### config.mk
export PLATFORM = sky130hd
export DESIGN_NAME = utf8_byte_stream_decoder_core
export DESIGN_NICKNAME = d
export VERILOG_FILES = /design/src/rtl/u8dec_pkg.sv /design/src/rtl/utf8_byte_stream_decoder_core.sv
export VERILOG_INCLUDE_DIRS = /design/src /design/src/rtl
export SDC_FILE = /design/constraint.sdc
export NUM_CORES = 1
export LEC_CHECK = 0
export ABC_CLOCK_PERIOD_IN_PS = 2700
export CAP_MARGIN = 40
export CORE_MARGIN = 3
export CORE_UTILIZATION = 57
export CTS_CLUSTER_DIAMETER = 150
export DETAILED_ROUTE_END_ITERATION = 16
export DONT_BUFFER_PORTS = 1
export PLACE_DENSITY = 0.84
export SLEW_MARGIN = 25
export SYNTH_ARGS = -nofsm -noshare
export SYNTH_HDL_FRONTEND = slang
export SYNTH_SLANG_ARGS = --single-unit
### constraint.sdc
create_clock -name clk -period 2.7 [get_ports clk]
set_input_delay 0 -clock clk [delete_from_list [all_inputs] [get_ports clk]]
set_output_delay 0 -clock clk [all_outputs]
set_load 0.05 [all_outputs]
### src/rtl/utf8_byte_stream_decoder_core_assert.svh
// Assertion macros for the UTF-8 decoder core.
// Expects clk and rst in the scope where a macro is used.
`ifndef UTF8_BYTE_STREAM_DECODER_CORE_ASSERT_SVH
`define UTF8_BYTE_STREAM_DECODER_CORE_ASSERT_SVH

// Checked on every edge outside reset.
`define U8D_ASSERT(label, prop, msg) \
  label: assert property (@(posedge clk) disable iff (rst) (prop)) else $error(msg);

// Checked on every edge, reset included.
`define U8D_ASSERT_ALWAYS(label, prop, msg) \
  label: assert property (@(posedge clk) (prop)) else $error(msg);

`endif

### src/rtl/u8dec_pkg.sv
// Shared types and constants for the UTF-8 byte stream decoder.
// No dependencies.
package u8dec_pkg;

  localparam int unsigned CP_W        = 21;
  localparam int unsigned QUEUE_DEPTH = 4;
  localparam int unsigned QPTR_W      = $clog2(QUEUE_DEPTH);
  localparam int unsigned QCNT_W      = $clog2(QUEUE_DEPTH + 1);

  localparam logic [CP_W-1:0] REPLACEMENT = 21'h00fffd;
  localparam logic [CP_W-1:0] MASK_11     = 21'h0007ff;
  localparam logic [CP_W-1:0] MASK_16     = 21'h00ffff;
  localparam logic [CP_W-1:0] MASK_21     = 21'h1fffff;
  localparam logic [7:0]      CONT_MASK   = 8'hc0;
  localparam logic [7:0]      CONT_CODE   = 8'h80;
  localparam logic [5:0]      PAYLOAD_6   = 6'h3f;

  typedef enum logic [1:0] {
    KIND_CHAR  = 2'd0,
    KIND_REPL  = 2'd1,
    KIND_TRUNC = 2'd2
  } kind_t;

  typedef enum logic [1:0] {
    SEQ_TWO   = 2'd0,
    SEQ_THREE = 2'd1,
    SEQ_FOUR  = 2'd2,
    SEQ_BAD   = 2'd3
  } seq_class_t;

  typedef struct packed {
    logic [7:0] in_byte;
    logic       end_of_input;
  } in_item_t;

  typedef struct packed {
    logic [CP_W-1:0] code_point;
    kind_t           kind;
    logic            last;
  } out_item_t;

endpackage

### src/rtl/utf8_byte_stream_decoder_core.sv
// UTF-8 byte stream decoder core: sequence state, decode logic, result queue.
// Depends on u8dec_pkg and utf8_byte_stream_decoder_core_assert.svh.
//
// Takes one byte (or an end mark) per cycle while in_ready is high and turns
// it into zero, one or two code point results, which are written into a
// four-entry result queue when the item is accepted; the output is offered
// from the head of that registered queue. in_ready is high while the queue has
// at least two free entries, so with an output that takes one result per
// cycle the block sustains one item per clock. An item that interrupts a
// sequence and is itself a character yields two results; the queue absorbs
// that, and input stalls only when the output side falls behind.
`include "utf8_byte_stream_decoder_core_assert.svh"

module utf8_byte_stream_decoder_core (
  input  logic                 clk,
  input  logic                 rst,
  input  logic                 in_valid,
  output logic                 in_ready,
  input  u8dec_pkg::in_item_t  in_item,
  output logic                 out_valid,
  input  logic                 out_ready,
  output u8dec_pkg::out_item_t out_item
);
  import u8dec_pkg::*;

  // sequence state
  logic [1:0]      bytes_remaining, bytes_remaining_next;
  seq_class_t      seq_class, seq_class_next;
  logic [CP_W-1:0] accumulator, accumulator_next;

  // result queue
  out_item_t         queue [QUEUE_DEPTH];
  logic [QPTR_W-1:0] wr_ptr, rd_ptr;
  logic [QCNT_W-1:0] count, count_next;

  logic      accept, pop;
  logic [1:0] n_push;
  out_item_t res0, res1;

  // idle-path decode of the current byte
  logic            st_emit;
  logic [CP_W-1:0] st_cp;
  kind_t           st_kind;
  logic            st_lead;
  seq_class_t      st_class;
  logic [1:0]      st_rem;

  logic [7:0]      b;
  logic            is_cont;
  logic [CP_W-1:0] acc_shift;

  assign b         = in_item.in_byte;
  assign is_cont   = (b & CONT_MASK) == CONT_CODE;
  assign acc_shift = {accumulator[CP_W-7:0], b[5:0] & PAYLOAD_6};

  always_comb begin
    st_emit  = 1'b0;
    st_cp    = REPLACEMENT;
    st_kind  = KIND_REPL;
    st_lead  = 1'b0;
    st_class = SEQ_TWO;
    st_rem   = 2'd0;
    if (!b[7]) begin
      st_emit = 1'b1;
      st_cp   = {{(CP_W-8){1'b0}}, b};
      st_kind = KIND_CHAR;
    end else if (!b[6]) begin
      st_emit = 1'b1;  // stray continuation byte
    end else begin
      st_lead = 1'b1;
      if (!b[5]) begin
        st_class = SEQ_TWO;
        st_rem   = 2'd1;
      end else if (!b[4]) begin
        st_class = SEQ_THREE;
        st_rem   = 2'd2;
      end else if (!b[3]) begin
        st_class = SEQ_FOUR;
        st_rem   = 2'd3;
      end else begin
        st_class = SEQ_BAD;
        st_rem   = 2'd3;
      end
    end
  end

  always_comb begin
    bytes_remaining_next = bytes_remaining;
    seq_class_next       = seq_class;
    accumulator_next     = accumulator;
    n_push               = 2'd0;
    res0                 = '{code_point: REPLACEMENT, kind: KIND_REPL, last: 1'b1};
    res1                 = '{code_point: st_cp, kind: st_kind, last: 1'b1};
    if (in_item.end_of_input) begin
      if (bytes_remaining != 2'd0) begin
        n_push               = 2'd1;
        res0                 = '{code_point: '0, kind: KIND_TRUNC, last: 1'b1};
        bytes_remaining_next = 2'd0;
      end
    end else if (bytes_remaining == 2'd0 || !is_cont) begin
      // idle or interrupted sequence: an interrupted one gives a replacement first, then the byte as a new start
      if (bytes_remaining != 2'd0) begin
        n_push = 2'd1;
        if (st_emit) begin
          n_push    = 2'd2;
          res0.last = 1'b0;
        end
      end else if (st_emit) begin
        n_push = 2'd1;
        res0   = '{code_point: st_cp, kind: st_kind, last: 1'b1};
      end
      bytes_remaining_next = st_lead ? st_rem : 2'd0;
      if (st_lead) begin
        seq_class_next   = st_class;
        accumulator_next = {{(CP_W-6){1'b0}}, b[5:0] & PAYLOAD_6};
      end
    end else begin
      accumulator_next     = acc_shift;
      bytes_remaining_next = bytes_remaining - 2'd1;
      if (bytes_remaining == 2'd1) begin
        n_push = 2'd1;
        case (seq_class)
          SEQ_TWO:   res0 = '{code_point: acc_shift & MASK_11, kind: KIND_CHAR, last: 1'b1};
          SEQ_THREE: res0 = '{code_point: acc_shift & MASK_16, kind: KIND_CHAR, last: 1'b1};
          SEQ_FOUR:  res0 = '{code_point: acc_shift & MASK_21, kind: KIND_CHAR, last: 1'b1};
          default:   res0 = '{code_point: REPLACEMENT, kind: KIND_REPL, last: 1'b1};
        endcase
      end
    end
  end

  assign in_ready  = count <= QCNT_W'(QUEUE_DEPTH - 2);
  assign accept    = in_valid && in_ready;
  assign out_valid = count != '0;
  assign pop       = out_valid && out_ready;
  assign out_item  = queue[rd_ptr];

  always_comb begin
    count_next = count - QCNT_W'(pop);
    if (accept) begin
      count_next = count_next + QCNT_W'(n_push);
    end
  end

  always_ff @(posedge clk) begin
    if (rst) begin
      bytes_remaining <= 2'd0;
      seq_class       <= SEQ_TWO;
      accumulator     <= '0;
      wr_ptr          <= '0;
      rd_ptr          <= '0;
      count           <= '0;
    end else begin
      count <= count_next;
      if (pop) begin
        rd_ptr <= rd_ptr + QPTR_W'(1);
      end
      if (accept) begin
        bytes_remaining <= bytes_remaining_next;
        seq_class       <= seq_class_next;
        accumulator     <= accumulator_next;
        wr_ptr          <= wr_ptr + QPTR_W'(n_push);
      end
    end
  end

  // queue payload, no reset
  always_ff @(posedge clk) begin
    if (accept && n_push != 2'd0) begin
      queue[wr_ptr] <= res0;
      if (n_push == 2'd2) begin
        queue[wr_ptr + QPTR_W'(1)] <= res1;
      end
    end
  end

  // count is unknown until the first reset edge, so reset itself satisfies the bound
  `U8D_ASSERT_ALWAYS(a_count_bound, rst || count <= QCNT_W'(QUEUE_DEPTH), "result queue overflow")
  `U8D_ASSERT(a_end_goes_idle, accept && in_item.end_of_input |=> bytes_remaining == 2'd0,
    "sequence still open after end mark")
  `U8D_ASSERT(a_ascii_one_result,
    accept && !in_item.end_of_input && bytes_remaining == 2'd0 && !in_item.in_byte[7]
      |=> count == $past(count) + QCNT_W'(1) - QCNT_W'($past(pop)),
    "plain character did not yield exactly one result")
  `U8D_ASSERT(a_queue_pointers,
    ((QPTR_W'(count) + rd_ptr) == wr_ptr),
    "queue pointers disagree with fill count")

endmodule

==> flow_metrics.tcl, run 1 <==
set metrics [dict create \
    status "completed" \
    yosys_warnings 0 \
    h-tree-depth 4 \
    hpwl_um 9459 \
    finalCritPeriodShare 0.9630 \
    hold_violations 0 \
    numCtsBuffers 17 \
    pin_count 39 \
    powerDensity_nw_per_um2 878.0 \
    timing.rr.start "bytes_remaining[0]" \
    synth_compound_area_frac 0.1116 \
    antenna_found_initial 0 \
    drt-total-wl_um 14500 \
    vias 4328 \
    clockBufferDepth 2 \
    root_buffer "clkbuf_8" \
    gp_congestion 0.8970 \
    mostFrequentLayoutCells "nor2_1, edfxtp_1, dfxtp_1" \
    hp-class "in2reg" \
    remaining_drc_errors 0 \
    final_common_cell "nor2_1" \
    path_class "reg2reg" \
    synth_top_family_by_area "simple AND/OR/NAND/NOR gates" \
    rsz0062_at_grt "false" \
    synth_area_leaders "edfxtp_1, dfxtp_1, mux4_2" \
    synth_mux_area_frac 0.1133 \
    ant_nets 0 \
    initial_utilization 0.5911 \
    synth-seq-cells 124 \
    fin_nets 577 \
    ir_drop_mv 0.6209 \
    gr-total-overflow 0 \
    dieArea_um2 11480 \
    grt_max_degree 28 \
    portBuffers 0 \
    ys_types 49 \
    die_w_um 107.1 \
    num_rows 36 \
    maxCapViolCount 0 \
    fmax_mhz 384.6 \
    r2r_cells 8 \
    final_util 0.6878 \
    dr.pass1.iters 5 \
    whs_endpoint "wr_ptr[0]" \
    fin_crit_ns 2.600 \
    grt_pass1_vias 4407 \
    setup_viol 0 \
    slew_violations 0 \
    drt_iter0_drc 438 \
    syn-cell-area_um2 5831 \
    drive_above_1_share 0.1793 \
    synthCells 528 \
    die_height_um 107.1 \
    min_from "in_item[0]" \
    yosys.area.top_type "edfxtp_1" \
    critPathArrivalTime_ns 3.04 \
    synth_area_per_cell_um2 11.04 \
    crit_required_ns 3.14 \
    synth_xor_area_frac 0.006009 \
    cp-start-kind "register" \
    worstMarginPinSlew_ns 0.7106 \
    netlist.area_leader.share 0.3502 \
    synth_fp_nets 549 \
    slew_headroom 0.5243 \
    diodes 0 \
    r2r_end "queue[2][20]" \
    cp_max_fo 10 \
    area_growth_pct 16.37 \
    grt_usage 0.2674 \
    yosys.area_share.simple 0.1740 \
    post_cts_buffers 0 \
    grt_pass1_wl_um 23180 \
    leakagePower_uw 0.002587 \
    viasPerCell 6.165 \
    cts_sinks 124 \
    skew_ns 0.01087 \
    setup_tns_ns 0 \
    r2r_slack_ns 0.1 \
    wl_per_cell_um 20.66 \
    synthAdderAreaFrac 0.01845 \
    cts.clk_slew.worst_paths_ns 0.06 \
    clk_latency_ns 0.52 \
    crit_path_end_kind "register" \
    hold_depth 4 \
    yosysSeqAreaShare 0.5425 \
    cts_tree "built" \
    core_um2 9864 \
]
==> logic make-up (layout without fill, tap and decap cells) <==
| family | count (synthesis) | in the layout |
|---|---|---|
| buffers and inverters | 44 | 85 |
| xor gates and xnor gates | 4 | 4 |
| and+or+nand+nor | 208 | 208 |
| muxes | 36 | 36 |
| AOI/OAI and AO/OA | 104 | 104 |
| adders and majority gates | 8 | 8 |
| DFF | 124 | 124 |
==> critical path: stages, from the launching register on <==
cell and delay (ns):
dfxtp_1 0.40, inv_1 0.08, ha_1 0.30, buf_4 0.21, or3b_4 0.42, nor4b_4 0.67, and2_1 0.25, mux2i_1 0.08
nor2_1 0.13
==> registers in the layout, indices dropped and copies added (netlist names), named ones only <==
signal           count
accumulator         15
bytes_remaining      2
count                3
queue               96
rd_ptr               2
seq_class            2
wr_ptr               2
==> report_power, final <==
part           internal [uW]  total [uW]  switching (uW)  leakage [uW]
registers               2120        2240             114       0.00111
logic                    501        1560            1050       0.00119
clock network           1310        2160             858      0.000289
==> repair_timing <==
action                     4_1_cts  5_1_grt
hold endpoints to repair        84       10
hold buffers                    17        1
resized for setup                0        2
setup endpoints to repair        0        3
==> stage by stage <==
step                      power, uW  hold slack (ns)  setup slack, ns  area, um2  std cells
after floorplan                3512           0.1360          0.02451       5831        528
after global placement         3724          0.07241           0.2651       6033        652
after detailed placement       3785          0.07406           0.1372       6033        652
after CTS                      5966         0.002242           0.1039       6777        701
after global routing           6177          0.01967          0.01563       6785        702
final                          5957         0.009805          0.09989       6785        702
==> area by class of cell <==
| class | count | area [um2] |
|---|---|---|
| sequential | 124 | 3164 |
| fill | 668 | 3079 |
| multi-input combinational | 360 | 2472 |
| clock buffer | 22 | 498.0 |
| timing repair buffer | 42 | 367.9 |
| tap | 133 | 166.4 |
| clock inverter | 10 | 75.07 |
| inverter | 11 | 41.29 |
==> cell usage after synthesis (all sizes together) <==
library cell and instances:
fa 1, or3b 1, nor3b 1, inv 11, clkbuf 16, xor2 2
ha 7, buf 17, a211oi 3, nor2 85, a21oi 30, and2 19
nor2b 4, o31ai 2, or3 3, o22ai 6, and3 4, dfxtp 56
o21a 17, nand2 51, nand3 21, o2111ai 1, nor4b 1, a21bo 1
nand2b 5, nor4 2, o21ai 37, or2b 1, nand4 4, a31oi 1
xnor2 2, a22oi 4, or4 1, a21o 2, nor3 5, mux2i 12
edfxtp 68, mux4 24
==> routing by layer <==
| metal | GRT usage | up-vias | wire length [um] |
|---|---|---|---|
| li1 | - | 1961 | - |
| met1 | 0.3269 | 2088 | 5439 |
| met2 | 0.4455 | 230 | 7415 |
| met3 | 0.06321 | 49 | 1168 |
| met4 | 0.1306 | 0 | 476 |
| met5 | 0 | - | 0 |
==> worst max-delay path by stage <==
stage	slack [ns]	startpoint	endpoint
3_5_place_dp	0.14	bytes_remaining[0]	count[2]
2_1_floorplan	0.02	count[2]	count[2]
3_3_place_gp	0.27	bytes_remaining[0]	count[2]
4_1_cts	0.10	bytes_remaining[0]	count[2]
6_report	0.1	bytes_remaining[0]	queue[2][20]
5_1_grt	0.02	bytes_remaining[0]	queue[0][8]
No activity file was read; power rests on OpenSTA's default activity.
==> run 2, diff against run 1 <==
SETUP_SLACK_MARGIN = 0.4   (was not set)
==> run 2 against run 1 <==
  * The run now ends with negative hold slack left
  * Clock skew grew 0.0012 ns
  * Critical path depth fell by 1
  * Die area unchanged
  * Wire length up 4.0%
  * Count of clock-buffer cells in the layout is 3 higher
  * Register-to-register slack improved by 0.33 ns
  * Setup slack better by 0.33 ns
  * Combinational power rose by 8%
  * Core utilization grew 1.8 points
  * Power increased by 2.4%
  * Fmax grew 15%
  * Critical path type unchanged
  * Largest cell class unchanged
  * Highest routed layer unchanged
==> flow_metrics.tcl, run 2 (synthesis results as in run 1) <==
set metrics [dict create \
    cts_sinks 124 \
    crit_path_end_kind "register" \
    core_um2 9864 \
    diodes 0 \
    dpl_worst_slack_ns 0.2555 \
    remaining_drc_errors 0 \
    area_growth_pct 19.42 \
    cts_tree "built" \
    grt_pass1_wl_um 23760 \
    worstMarginPinSlew_ns 0.6401 \
    mostFrequentLayoutCells "nor2_1, edfxtp_1, dfxtp_1" \
    ant_nets 0 \
    hpwl_um 9285 \
    gr-total-overflow 0 \
    finalCritPeriodShare 0.8392 \
    vias 4439 \
    leakagePower_uw 0.002633 \
    violations "negative hold slack" \
    drt_iter0_drc 566 \
    grt_usage 0.2729 \
    timing.rr.start "bytes_remaining[0]" \
    setup_viol 0 \
    powerDensity_nw_per_um2 875.7 \
    r2r_end "queue[1][5]" \
    final_common_cell "nor2_1" \
    gp_congestion 0.8677 \
    cp-start-kind "register" \
    top_regs "queue: 96 flops, accumulator: 15 flops, count: 3 flops" \
    rsz0062_at_grt "true" \
    hold_depth 1 \
    dr.pass1.iters 6 \
    slew_headroom 0.5733 \
    path_class "reg2reg" \
    path_cells "inv_1 -> ha_2 -> or4_4 -> nor2_1 -> a21oi_1 -> nor3_2 -> o21a_1" \
    cts.clk_slew.worst_paths_ns 0.06 \
    dieArea_um2 11480 \
    h-tree-depth 4 \
    setup_tns_ns 0 \
    min_from "rst" \
    viasPerCell 6.305 \
    root_buffer "clkbuf_8" \
    top_register "queue" \
    critPathArrivalTime_ns 2.64 \
    portBuffers 0 \
    hp-class "in2reg" \
    maxCapViolCount 0 \
    die_w_um 107.1 \
    grt_max_degree 28 \
    fin_hold_ws_ns -0.4477 \
    crit_required_ns 3.08 \
    fin_crit_ns 2.266 \
    clockBufferDepth 2 \
    drt-total-wl_um 15080 \
    initial_utilization 0.5911 \
    pin_count 39 \
    clk_latency_ns 0.52 \
    grt_pass1_vias 4549 \
    largest_reg_flops 96 \
    slowest_delay_ns 0.59 \
    skew_ns 0.01212 \
    setup_slack_ns 0.4342 \
    numCtsBuffers 17 \
    hold_violations 19 \
    instances_no_fill 704 \
    antenna_found_initial 0 \
    slowest_stage "or4_4" \
    ir_drop_mv 0.6606 \
    cp_max_fo 7 \
    drive_above_1_share 0.2189 \
    num_rows 36 \
    die_height_um 107.1 \
    wl_per_cell_um 21.42 \
    fmax_mhz 441.3 \
    fin_nets 579 \
    r2r_slack_ns 0.43 \
    slew_violations 0 \
    status "complete, but fails checks" \
    whs_endpoint "wr_ptr[1]" \
    r2r_cells 7 \
    dpl.cell_count 648 \
]
-- run 2: changes by cell type in the layout (fill, tap and decap cells not counted), sizes merged --
cell,before,now
buf,25,23
clkbuf,22,25
clkinv,6,2
clkinvlp,0,2
dlygate4sd3,17,21
inv,15,14
-- run 2: stage by stage --
| stage | power, uW | instance area (um2) | utilization |
|---|---|---|---|
| floorplan | 3546 | 5867 | - |
| CTS | 6024 | 6833 | 0.6927 |
| finish | 6097 | 6963 | 0.7059 |
| detailed placement | 3833 | 6051 | 0.6134 |
| global placement | 3781 | 6051 | 0.6134 |
| global route | 6303 | 6963 | 0.7059 |
-- run 2: routing by layer --
metal  GRT usage  share of wire  up-vias
met5           0              0        -
met4      0.1196          0.027        0
met3     0.06743           0.11       47
met2      0.4571           0.50      289
met1      0.3351           0.36     2142
li1            -              -     1961
-- run 2: where the power goes --
group	switching [uW]	internal (uW)	leakage [uW]
sequential	123	2130	0.00111
combinational	1090	592	0.00124
clock	825	1340	0.000281
total	2030	4060	0.00263
-- run 2: repair_timing --
item                                    CTS  global route
setup buffers                             1             2
hold endpoints to repair                 84            34
pin swaps                                 1             8
endpoints found under the setup margin   69           131
hold buffers                             19             2
resized for setup                         5            28
-- run 2: worst max path at each step --
stage	startpoint	to	cells after the start
after floorplan	bytes_remaining[0]	count[2]	10
after global placement	bytes_remaining[0]	count[2]	10
after detailed placement	bytes_remaining[0]	queue[1][11]	9
after CTS	bytes_remaining[1]	count[2]	11
after global routing	bytes_remaining[0]	queue[0][5]	7
final	bytes_remaining[0]	queue[1][5]	7
-- run 2: final cells by class --
type / count / area, um2
inverter: 11 / 41.29
clock inverter: 7 / 46.29
fill: 633 / 2902
clock buffer: 25 / 528.0
tap: 133 / 166.4
multi-input combinational: 360 / 2596
sequential: 124 / 3169
timing repair buffer: 44 / 415.4
-- run 2: worst max-delay path: cells and delay by family, from the launching register on --
| family | cells | cell delay [ns] |
|---|---|---|
| AOI/OAI and AO/OA | 2 | 0.31 |
| buffers and inverters | 1 | 0.07 |
| DFF | 1 | 0.35 |
| and+or+nand+nor | 3 | 1.14 |
| adders and majority gates | 1 | 0.26 |
